[src/design/frame_threshold_binarizer_assert.svh]
// ----------------------------------------------------------------------------
// frame_threshold_binarizer assertion macros
// Shared property shorthands for the modules of the binarizer.
// ----------------------------------------------------------------------------
`ifndef FRAME_THRESHOLD_BINARIZER_ASSERT_SVH
`define FRAME_THRESHOLD_BINARIZER_ASSERT_SVH

// same-cycle implication, checked outside reset
`define FTB_ASSERT_IMP(lbl, ante, cons, msg) \
  lbl: assert property (@(posedge clk_i) disable iff (!rst_ni) (ante) |-> (cons)) \
    else $error(msg);

// next-cycle implication, checked outside reset
`define FTB_ASSERT_NXT(lbl, ante, cons, msg) \
  lbl: assert property (@(posedge clk_i) disable iff (!rst_ni) (ante) |=> (cons)) \
    else $error(msg);

`endif

[src/design/ftb_pkg.sv]
// ----------------------------------------------------------------------------
// ftb_pkg
// Types, codes and constants shared by the frame threshold binarizer.
// ----------------------------------------------------------------------------
`default_nettype none

package ftb_pkg;

  localparam int unsigned GREY_LEVELS      = 256;
  localparam int unsigned MAX_FRAME_PIXELS = 131072;
  localparam int unsigned COUNT_CAP        = 131071;
  localparam int unsigned COUNT_LIMIT      =
    (MAX_FRAME_PIXELS < COUNT_CAP) ? MAX_FRAME_PIXELS : COUNT_CAP;

  localparam int unsigned PIX_W   = 8;
  localparam int unsigned CNT_W   = 17;
  localparam int unsigned SUM_W   = 25;
  localparam int unsigned PROD_W  = 42;
  localparam int unsigned DEN_W   = 34;
  localparam int unsigned SQ_W    = 84;
  localparam int unsigned WIDE_W  = 128;
  localparam int unsigned MUL_B_W = 42;
  localparam int unsigned DIV_CNT_W = 5;
  localparam int unsigned SCAN_W  = 9;

  // mean level: q * 7 / 10 + 10, the divide by ten as a reciprocal multiply
  localparam int unsigned MEAN_T_W    = 11;
  localparam int unsigned MEAN_M_W    = 27;
  localparam int unsigned RECIP_TEN   = 52429;
  localparam int unsigned RECIP_SHIFT = 19;
  localparam logic [PIX_W-1:0] MEAN_OFFSET = 8'd10;

  localparam logic [PIX_W-1:0] FIXED_RESET = 8'd100;

  localparam logic CMD_HIST = 1'b0;
  localparam logic CMD_BIN  = 1'b1;

  localparam logic KIND_THRESH = 1'b0;
  localparam logic KIND_BINARY = 1'b1;

  localparam logic CFG_MODE  = 1'b0;
  localparam logic CFG_FIXED = 1'b1;

  typedef enum logic [1:0] {
    MODE_MEAN  = 2'd0,
    MODE_OTSU  = 2'd1,
    MODE_FIXED = 2'd2,
    MODE_HOLD  = 2'd3
  } mode_e;

  typedef struct packed {
    logic             cmd;
    logic [PIX_W-1:0] pixel;
    logic             last;
  } in_item_t;

  typedef struct packed {
    logic             kind;
    logic [PIX_W-1:0] level;
    logic             bright;
  } out_item_t;

  typedef enum logic [4:0] {
    ST_IDLE,
    ST_CHECK,
    ST_BIN,
    ST_HWR,
    ST_DECIDE,
    ST_DIV,
    ST_MEAN,
    ST_SCAN,
    ST_RANGE,
    ST_WRD,
    ST_WACC,
    ST_WPQ,
    ST_WD,
    ST_SQ_GO,
    ST_SQ_WAIT,
    ST_L_GO,
    ST_L_WAIT,
    ST_R_GO,
    ST_R_WAIT,
    ST_NEXT,
    ST_EMIT
  } state_e;

  typedef enum logic [4:0] {
    OP_NONE,
    OP_CAPTURE,
    OP_OUT_BIN,
    OP_HIST_RD,
    OP_HIST_WR,
    OP_LEVEL_FIXED,
    OP_LEVEL_KEEP,
    OP_LEVEL_ZERO,
    OP_DIV_GO,
    OP_LEVEL_MEAN,
    OP_SCAN_START,
    OP_SCAN,
    OP_LEVEL_LO,
    OP_WALK_START,
    OP_WALK_RD,
    OP_WALK_ACC,
    OP_WALK_PQ,
    OP_WALK_D,
    OP_MUL_SQ,
    OP_SQ_FIRST,
    OP_SQ_TAKE,
    OP_MUL_L,
    OP_L_TAKE,
    OP_MUL_R,
    OP_CMP,
    OP_WALK_NEXT,
    OP_LEVEL_BEST,
    OP_EMIT
  } op_e;

  typedef struct packed {
    op_e op;
  } ctrl_cmd_t;

  typedef struct packed {
    logic  item_cmd;
    logic  item_last;
    logic  counted;
    mode_e mode;
    logic  total_zero;
    logic  scan_end;
    logic  trivial;
    logic  first;
    logic  j_last;
    logic  mul_done;
    logic  div_done;
    logic  out_free;
  } dp_status_t;

endpackage

`default_nettype wire

[src/design/ftb_ctrl.sv]
// ----------------------------------------------------------------------------
// ftb_ctrl
// Sequencer for histogram, binarize and threshold computation.
// ----------------------------------------------------------------------------
`default_nettype none

`include "frame_threshold_binarizer_assert.svh"

module ftb_ctrl (
  input  logic                  clk_i,
  input  logic                  rst_ni,
  input  logic                  in_valid_i,
  output logic                  in_stall_o,
  input  ftb_pkg::dp_status_t   sts_i,
  output ftb_pkg::ctrl_cmd_t    cmd_o
);

  ftb_pkg::state_e state_q, state_d;

  always_ff @(posedge clk_i or negedge rst_ni) begin
    if (!rst_ni) begin
      state_q <= ftb_pkg::ST_IDLE;
    end else begin
      state_q <= state_d;
    end
  end

  always_comb begin
    state_d = state_q;
    unique case (state_q)
      ftb_pkg::ST_IDLE:   if (in_valid_i) state_d = ftb_pkg::ST_CHECK;
      ftb_pkg::ST_CHECK: begin
        if (sts_i.item_cmd == ftb_pkg::CMD_BIN) state_d = ftb_pkg::ST_BIN;
        else if (sts_i.counted)                 state_d = ftb_pkg::ST_HWR;
        else if (sts_i.item_last)               state_d = ftb_pkg::ST_DECIDE;
        else                                    state_d = ftb_pkg::ST_IDLE;
      end
      ftb_pkg::ST_BIN:    if (sts_i.out_free) state_d = ftb_pkg::ST_IDLE;
      ftb_pkg::ST_HWR:
        state_d = sts_i.item_last ? ftb_pkg::ST_DECIDE : ftb_pkg::ST_IDLE;
      ftb_pkg::ST_DECIDE: begin
        unique case (sts_i.mode)
          ftb_pkg::MODE_MEAN:
            state_d = sts_i.total_zero ? ftb_pkg::ST_EMIT : ftb_pkg::ST_DIV;
          ftb_pkg::MODE_OTSU:
            state_d = sts_i.total_zero ? ftb_pkg::ST_EMIT : ftb_pkg::ST_SCAN;
          default: state_d = ftb_pkg::ST_EMIT;
        endcase
      end
      ftb_pkg::ST_DIV:    if (sts_i.div_done) state_d = ftb_pkg::ST_MEAN;
      ftb_pkg::ST_MEAN:   state_d = ftb_pkg::ST_EMIT;
      ftb_pkg::ST_SCAN:   if (sts_i.scan_end) state_d = ftb_pkg::ST_RANGE;
      ftb_pkg::ST_RANGE:
        state_d = sts_i.trivial ? ftb_pkg::ST_EMIT : ftb_pkg::ST_WRD;
      ftb_pkg::ST_WRD:    state_d = ftb_pkg::ST_WACC;
      ftb_pkg::ST_WACC:   state_d = ftb_pkg::ST_WPQ;
      ftb_pkg::ST_WPQ:    state_d = ftb_pkg::ST_WD;
      ftb_pkg::ST_WD:     state_d = ftb_pkg::ST_SQ_GO;
      ftb_pkg::ST_SQ_GO:  state_d = ftb_pkg::ST_SQ_WAIT;
      ftb_pkg::ST_SQ_WAIT: begin
        if (sts_i.mul_done) begin
          state_d = sts_i.first ? ftb_pkg::ST_NEXT : ftb_pkg::ST_L_GO;
        end
      end
      ftb_pkg::ST_L_GO:   state_d = ftb_pkg::ST_L_WAIT;
      ftb_pkg::ST_L_WAIT: if (sts_i.mul_done) state_d = ftb_pkg::ST_R_GO;
      ftb_pkg::ST_R_GO:   state_d = ftb_pkg::ST_R_WAIT;
      ftb_pkg::ST_R_WAIT: if (sts_i.mul_done) state_d = ftb_pkg::ST_NEXT;
      ftb_pkg::ST_NEXT:
        state_d = sts_i.j_last ? ftb_pkg::ST_EMIT : ftb_pkg::ST_WRD;
      ftb_pkg::ST_EMIT:   if (sts_i.out_free) state_d = ftb_pkg::ST_IDLE;
      default:            state_d = ftb_pkg::ST_IDLE;
    endcase
  end

  always_comb begin
    cmd_o.op   = ftb_pkg::OP_NONE;
    in_stall_o = (state_q != ftb_pkg::ST_IDLE);
    unique case (state_q)
      ftb_pkg::ST_IDLE:  if (in_valid_i) cmd_o.op = ftb_pkg::OP_CAPTURE;
      ftb_pkg::ST_CHECK: begin
        if (sts_i.item_cmd == ftb_pkg::CMD_HIST && sts_i.counted) begin
          cmd_o.op = ftb_pkg::OP_HIST_RD;
        end
      end
      ftb_pkg::ST_BIN:   if (sts_i.out_free) cmd_o.op = ftb_pkg::OP_OUT_BIN;
      ftb_pkg::ST_HWR:   cmd_o.op = ftb_pkg::OP_HIST_WR;
      ftb_pkg::ST_DECIDE: begin
        unique case (sts_i.mode)
          ftb_pkg::MODE_MEAN:
            cmd_o.op = sts_i.total_zero ? ftb_pkg::OP_LEVEL_ZERO : ftb_pkg::OP_DIV_GO;
          ftb_pkg::MODE_OTSU:
            cmd_o.op = sts_i.total_zero ? ftb_pkg::OP_LEVEL_ZERO : ftb_pkg::OP_SCAN_START;
          ftb_pkg::MODE_FIXED: cmd_o.op = ftb_pkg::OP_LEVEL_FIXED;
          default:             cmd_o.op = ftb_pkg::OP_LEVEL_KEEP;
        endcase
      end
      ftb_pkg::ST_DIV:   ;
      ftb_pkg::ST_MEAN:  cmd_o.op = ftb_pkg::OP_LEVEL_MEAN;
      ftb_pkg::ST_SCAN:  cmd_o.op = ftb_pkg::OP_SCAN;
      ftb_pkg::ST_RANGE:
        cmd_o.op = sts_i.trivial ? ftb_pkg::OP_LEVEL_LO : ftb_pkg::OP_WALK_START;
      ftb_pkg::ST_WRD:   cmd_o.op = ftb_pkg::OP_WALK_RD;
      ftb_pkg::ST_WACC:  cmd_o.op = ftb_pkg::OP_WALK_ACC;
      ftb_pkg::ST_WPQ:   cmd_o.op = ftb_pkg::OP_WALK_PQ;
      ftb_pkg::ST_WD:    cmd_o.op = ftb_pkg::OP_WALK_D;
      ftb_pkg::ST_SQ_GO: cmd_o.op = ftb_pkg::OP_MUL_SQ;
      ftb_pkg::ST_SQ_WAIT: begin
        if (sts_i.mul_done) begin
          cmd_o.op = sts_i.first ? ftb_pkg::OP_SQ_FIRST : ftb_pkg::OP_SQ_TAKE;
        end
      end
      ftb_pkg::ST_L_GO:  cmd_o.op = ftb_pkg::OP_MUL_L;
      ftb_pkg::ST_L_WAIT: if (sts_i.mul_done) cmd_o.op = ftb_pkg::OP_L_TAKE;
      ftb_pkg::ST_R_GO:  cmd_o.op = ftb_pkg::OP_MUL_R;
      ftb_pkg::ST_R_WAIT: if (sts_i.mul_done) cmd_o.op = ftb_pkg::OP_CMP;
      ftb_pkg::ST_NEXT:
        cmd_o.op = sts_i.j_last ? ftb_pkg::OP_LEVEL_BEST : ftb_pkg::OP_WALK_NEXT;
      ftb_pkg::ST_EMIT:  if (sts_i.out_free) cmd_o.op = ftb_pkg::OP_EMIT;
      default: ;
    endcase
  end

  `FTB_ASSERT_NXT(a_capture_checks, (state_q == ftb_pkg::ST_IDLE) && in_valid_i, state_q == ftb_pkg::ST_CHECK, "accepted item not checked")
  `FTB_ASSERT_IMP(a_load_needs_slot, (cmd_o.op == ftb_pkg::OP_EMIT) || (cmd_o.op == ftb_pkg::OP_OUT_BIN), sts_i.out_free, "output register overwritten")
  `FTB_ASSERT_IMP(a_walk_entry, state_q == ftb_pkg::ST_WRD, ($past(state_q) == ftb_pkg::ST_RANGE) || ($past(state_q) == ftb_pkg::ST_NEXT), "walk entered from wrong state")
  `FTB_ASSERT_NXT(a_sq_leaves, (state_q == ftb_pkg::ST_SQ_WAIT) && sts_i.mul_done, state_q != ftb_pkg::ST_SQ_WAIT, "square wait stuck")

endmodule

`default_nettype wire

[config.mk]
export PLATFORM = sky130hd
export DESIGN_NAME = ftb_ctrl
export DESIGN_NICKNAME = d
export VERILOG_FILES = /design/src/design/ftb_pkg.sv /design/src/design/ftb_ctrl.sv
export VERILOG_INCLUDE_DIRS = /design/src /design/src/design
export SDC_FILE = /design/constraint.sdc
export NUM_CORES = 1
export LEC_CHECK = 0
export BUFFER_PORTS_ARGS = -buffer_cell sky130_fd_sc_hd__buf_4
export CAP_MARGIN = 0
export CORE_MARGIN = 2
export CORE_UTILIZATION = 40
export CTS_CLUSTER_SIZE = 10
export DETAILED_ROUTE_END_ITERATION = 7
export PLACE_DENSITY = 0.7
export SYNTH_ARGS = -nofsm -noshare
export SYNTH_HDL_FRONTEND = slang
export SYNTH_SLANG_ARGS = --single-unit
[constraint.sdc]
create_clock -name clk_i -period 2.35 [get_ports clk_i]
set_clock_uncertainty 0.15 [all_clocks]
set_input_delay 0.235 -clock clk_i [delete_from_list [all_inputs] [get_ports clk_i]]
set_output_delay 0.235 -clock clk_i [all_outputs]
set_load 0.005 [all_outputs]
==> results.txt <==
Die area -> 2760 um^2
Crit-path slowest cell -> dfrtp_2
Worst-Skew Late Latency -> 0.24 ns
Minimum clock period -> 2.28 ns
Cells on worst reg2reg path -> 6
Max-Cap Viols -> 0
Sequential fraction of the synthesis area -> 0.133
Number of enable flip-flop cells after synthesis -> 0
Syn Std Cell Area -> 942 um^2
Power share of the clock group -> 0.082
Htree depth -> 1
Root buf cell -> clkbuf_4
Routed length per instance -> 15.2 um
Share of cells above drive strength 1 -> 0.296
Worst-case hold path end point -> state_q[3]
Total track usage -> 0.238
Flops & latches, synth -> 5
I/O pins -> 22
CTS Sinks -> 5
First-pass GRT wire length -> 4.99 mm
Vias in the first global route -> 1,132
# DRC -> 0
Syn Inst Count -> 139
DP Worst Slack -> 0.279 ns
Power density over cell area -> 937 nW/um^2
Worst setup margin -> 0.0726 ns
Port Buffers -> 21
Pins Over Slew Limit -> 0
Layout area overhead -> 32.1%
Worst-path fanout max -> 21
Hold WS -> 0.147 ns
Drt total wl -> 3.00 mm
Final setup vio count -> 0
Critical path's top delay family -> simple AND/OR/NAND/NOR gates
Fmax -> 439 MHz
Die height -> 52.5 um
Inserted Clock Buffers -> 3
Internal power -> 0.608 mW
Hold/Removal Path Class -> input port to register
Switching power -> 0.558 mW
# rows -> 17
Core Box Area -> 2210 um^2
CP endpoint kind -> output port
TritonRoute pass-1 iters -> 5
CTS tree -> yes
Largest net degree at the start of global routing -> 22
Synth warnings -> 0
DR vias -> 1,225
Crit-path max cell delay -> 0.42 ns
Min-delay src -> sts_i[2]
WP data required -> 1.97 ns
Initial antenna violation count -> 0
Congestion Overflow GR -> 0
Worst slew margin -> 0.732
Via density per instance -> 6.22
Clock transition at path regs -> 0.04 ns
Synth Flop Type -> dfrtp_1
WP data arrival -> 1.89 ns
Crit share post-route -> 0.969
Flop pwr share -> 0.142
DP HPWL -> 2.30 mm
Tot Pwr -> 1.17 mW
Initial core utilization -> 0.426
Die X -> 52.5 um
N_diodes -> 0
Cell leakage power -> 0.525 nW
Post-route ant nets -> 0
Most common cell after layout, fill and taps aside -> buf_4
Reg-to-reg slack, setup -> 0.32 ns
Switching fraction of total power -> 0.479
WHS Path Cells -> 2
CP cell instances -> buf_8 -> nor2_1 -> and3b_1 -> o21ai_0 -> o211ai_1 -> or3_1 -> buf_4
Worst Path Buf+Inv -> 2
Worst Tran Pin Value -> 0.402 ns
Nets -> 186
Distinct cells, synth -> 45
Maximum vdd drop -> 0.000674 V
Reg2reg start -> state_q[4]
Largest register by flop count -> state_q
Regs by FF count -> state_q x5
Syn Nets -> 155
Max FFs per register -> 5
Most frequent cells in the layout -> buf_4, nor2_1, o21ai_0
Syn Area/Cell -> 6.78 um^2
Outcome -> finished, final reports clean
Crit path launch type -> register
Hold Vio Cnt, Final -> 0
R2r endpoint -> state_q[3]
Crit path kind -> register to output port
Async set-reset flop share out of synthesis -> 1.00
Final TNS setup -> 0 ns
Initial DRC count -> 90
Gpl congestion -> 0.957
Combinational share of power -> 0.776
CTS Buffer Depth -> 2
[power by group through the flow]
stage                     logic, mW  registers (mW)  clock network, mW
after global placement        0.842           0.160                  0
after CTS                     0.846           0.162              0.102
after global routing          0.995           0.169              0.107
final                         0.905           0.166             0.0960
after detailed placement      0.842           0.163                  0
after floorplan               0.578           0.135                  0
[area by class of cell]
| cell class | count | area, um^2 |
|---|---|---|
| fill | 217 | 967 |
| multi-input combinational | 119 | 749 |
| timing repair buffer | 38 | 293 |
| sequential | 5 | 130 |
| tap | 28 | 35.0 |
| clock buffer | 4 | 26.3 |
| inverter | 3 | 11.3 |
[metrics by stage]
| step | std cells | util | cell area, um^2 |
|---|---|---|---|
| after floorplan | 139 | - | 942 |
| after global placement | 189 | 0.524 | 1160 |
| after detailed placement | 189 | 0.524 | 1160 |
| after CTS | 194 | 0.541 | 1200 |
| after global routing | 197 | 0.563 | 1240 |
| final | 197 | 0.563 | 1240 |
[Yosys cell counts, drive strengths merged, types with 2 or more instances]
cell type	count	share of area
a211oi	3	0.024
inv	3	0.012
nand2	7	0.028
nor3b	3	0.029
nor2b	7	0.046
nor4	3	0.020
a22oi	2	0.016
nand3	7	0.037
nand2b	5	0.033
dfrtp	5	0.13
nand3b	2	0.016
o211ai	3	0.029
o31ai	2	0.016
o21ai	14	0.074
a221o	2	0.021
and2	2	0.013
buf	12	0.077
o22ai	3	0.020
a21oi	6	0.032
or2	2	0.013
mux2i	2	0.021
and3b	4	0.037
a31oi	5	0.033
or3	3	0.020
nor3	7	0.037
nor2	13	0.052
[kinds of logic (layout without fill, tap and decap cells)]
logic type,after synthesis,after routing,share of synthesized area
mux,2,2,0.0212
xor+xnor,1,1,0.00930
flops,5,5,0.133
compound gates,47,47,0.332
simple gates,69,69,0.416
buf+inv,15,45,0.0890
[layer usage]
metal / vias to the layer above / routed length, um / part of all wire / GRT usage
met5: - / 0 / 0 / 0
met2: 67 / 1470 / 0.49 / 0.392
met1: 557 / 1240 / 0.41 / 0.321
li1: 591 / - / - / -
met4: 0 / 39 / 0.013 / 0.0983
met3: 10 / 252 / 0.084 / 0.0143
[worst max path at each step]
stage	from	endpoint	depth (start not counted)
finish	state_q[3]	cmd_o[1]	7
global route	state_q[3]	cmd_o[1]	7
CTS	state_q[1]	cmd_o[1]	5
detailed placement	state_q[1]	cmd_o[1]	5
global placement	state_q[3]	cmd_o[1]	7
floorplan	state_q[3]	cmd_o[1]	4
[timing repair]
action | CTS | global route
hold buffers | 1 | 0
endpoints found under the setup margin | 0 | 3
gates resized for setup | 0 | 9
endpoints found under the hold margin | 5 | 0
buffers inserted | 0 | 3
Note: power is estimated with default switching activity, not from simulation.
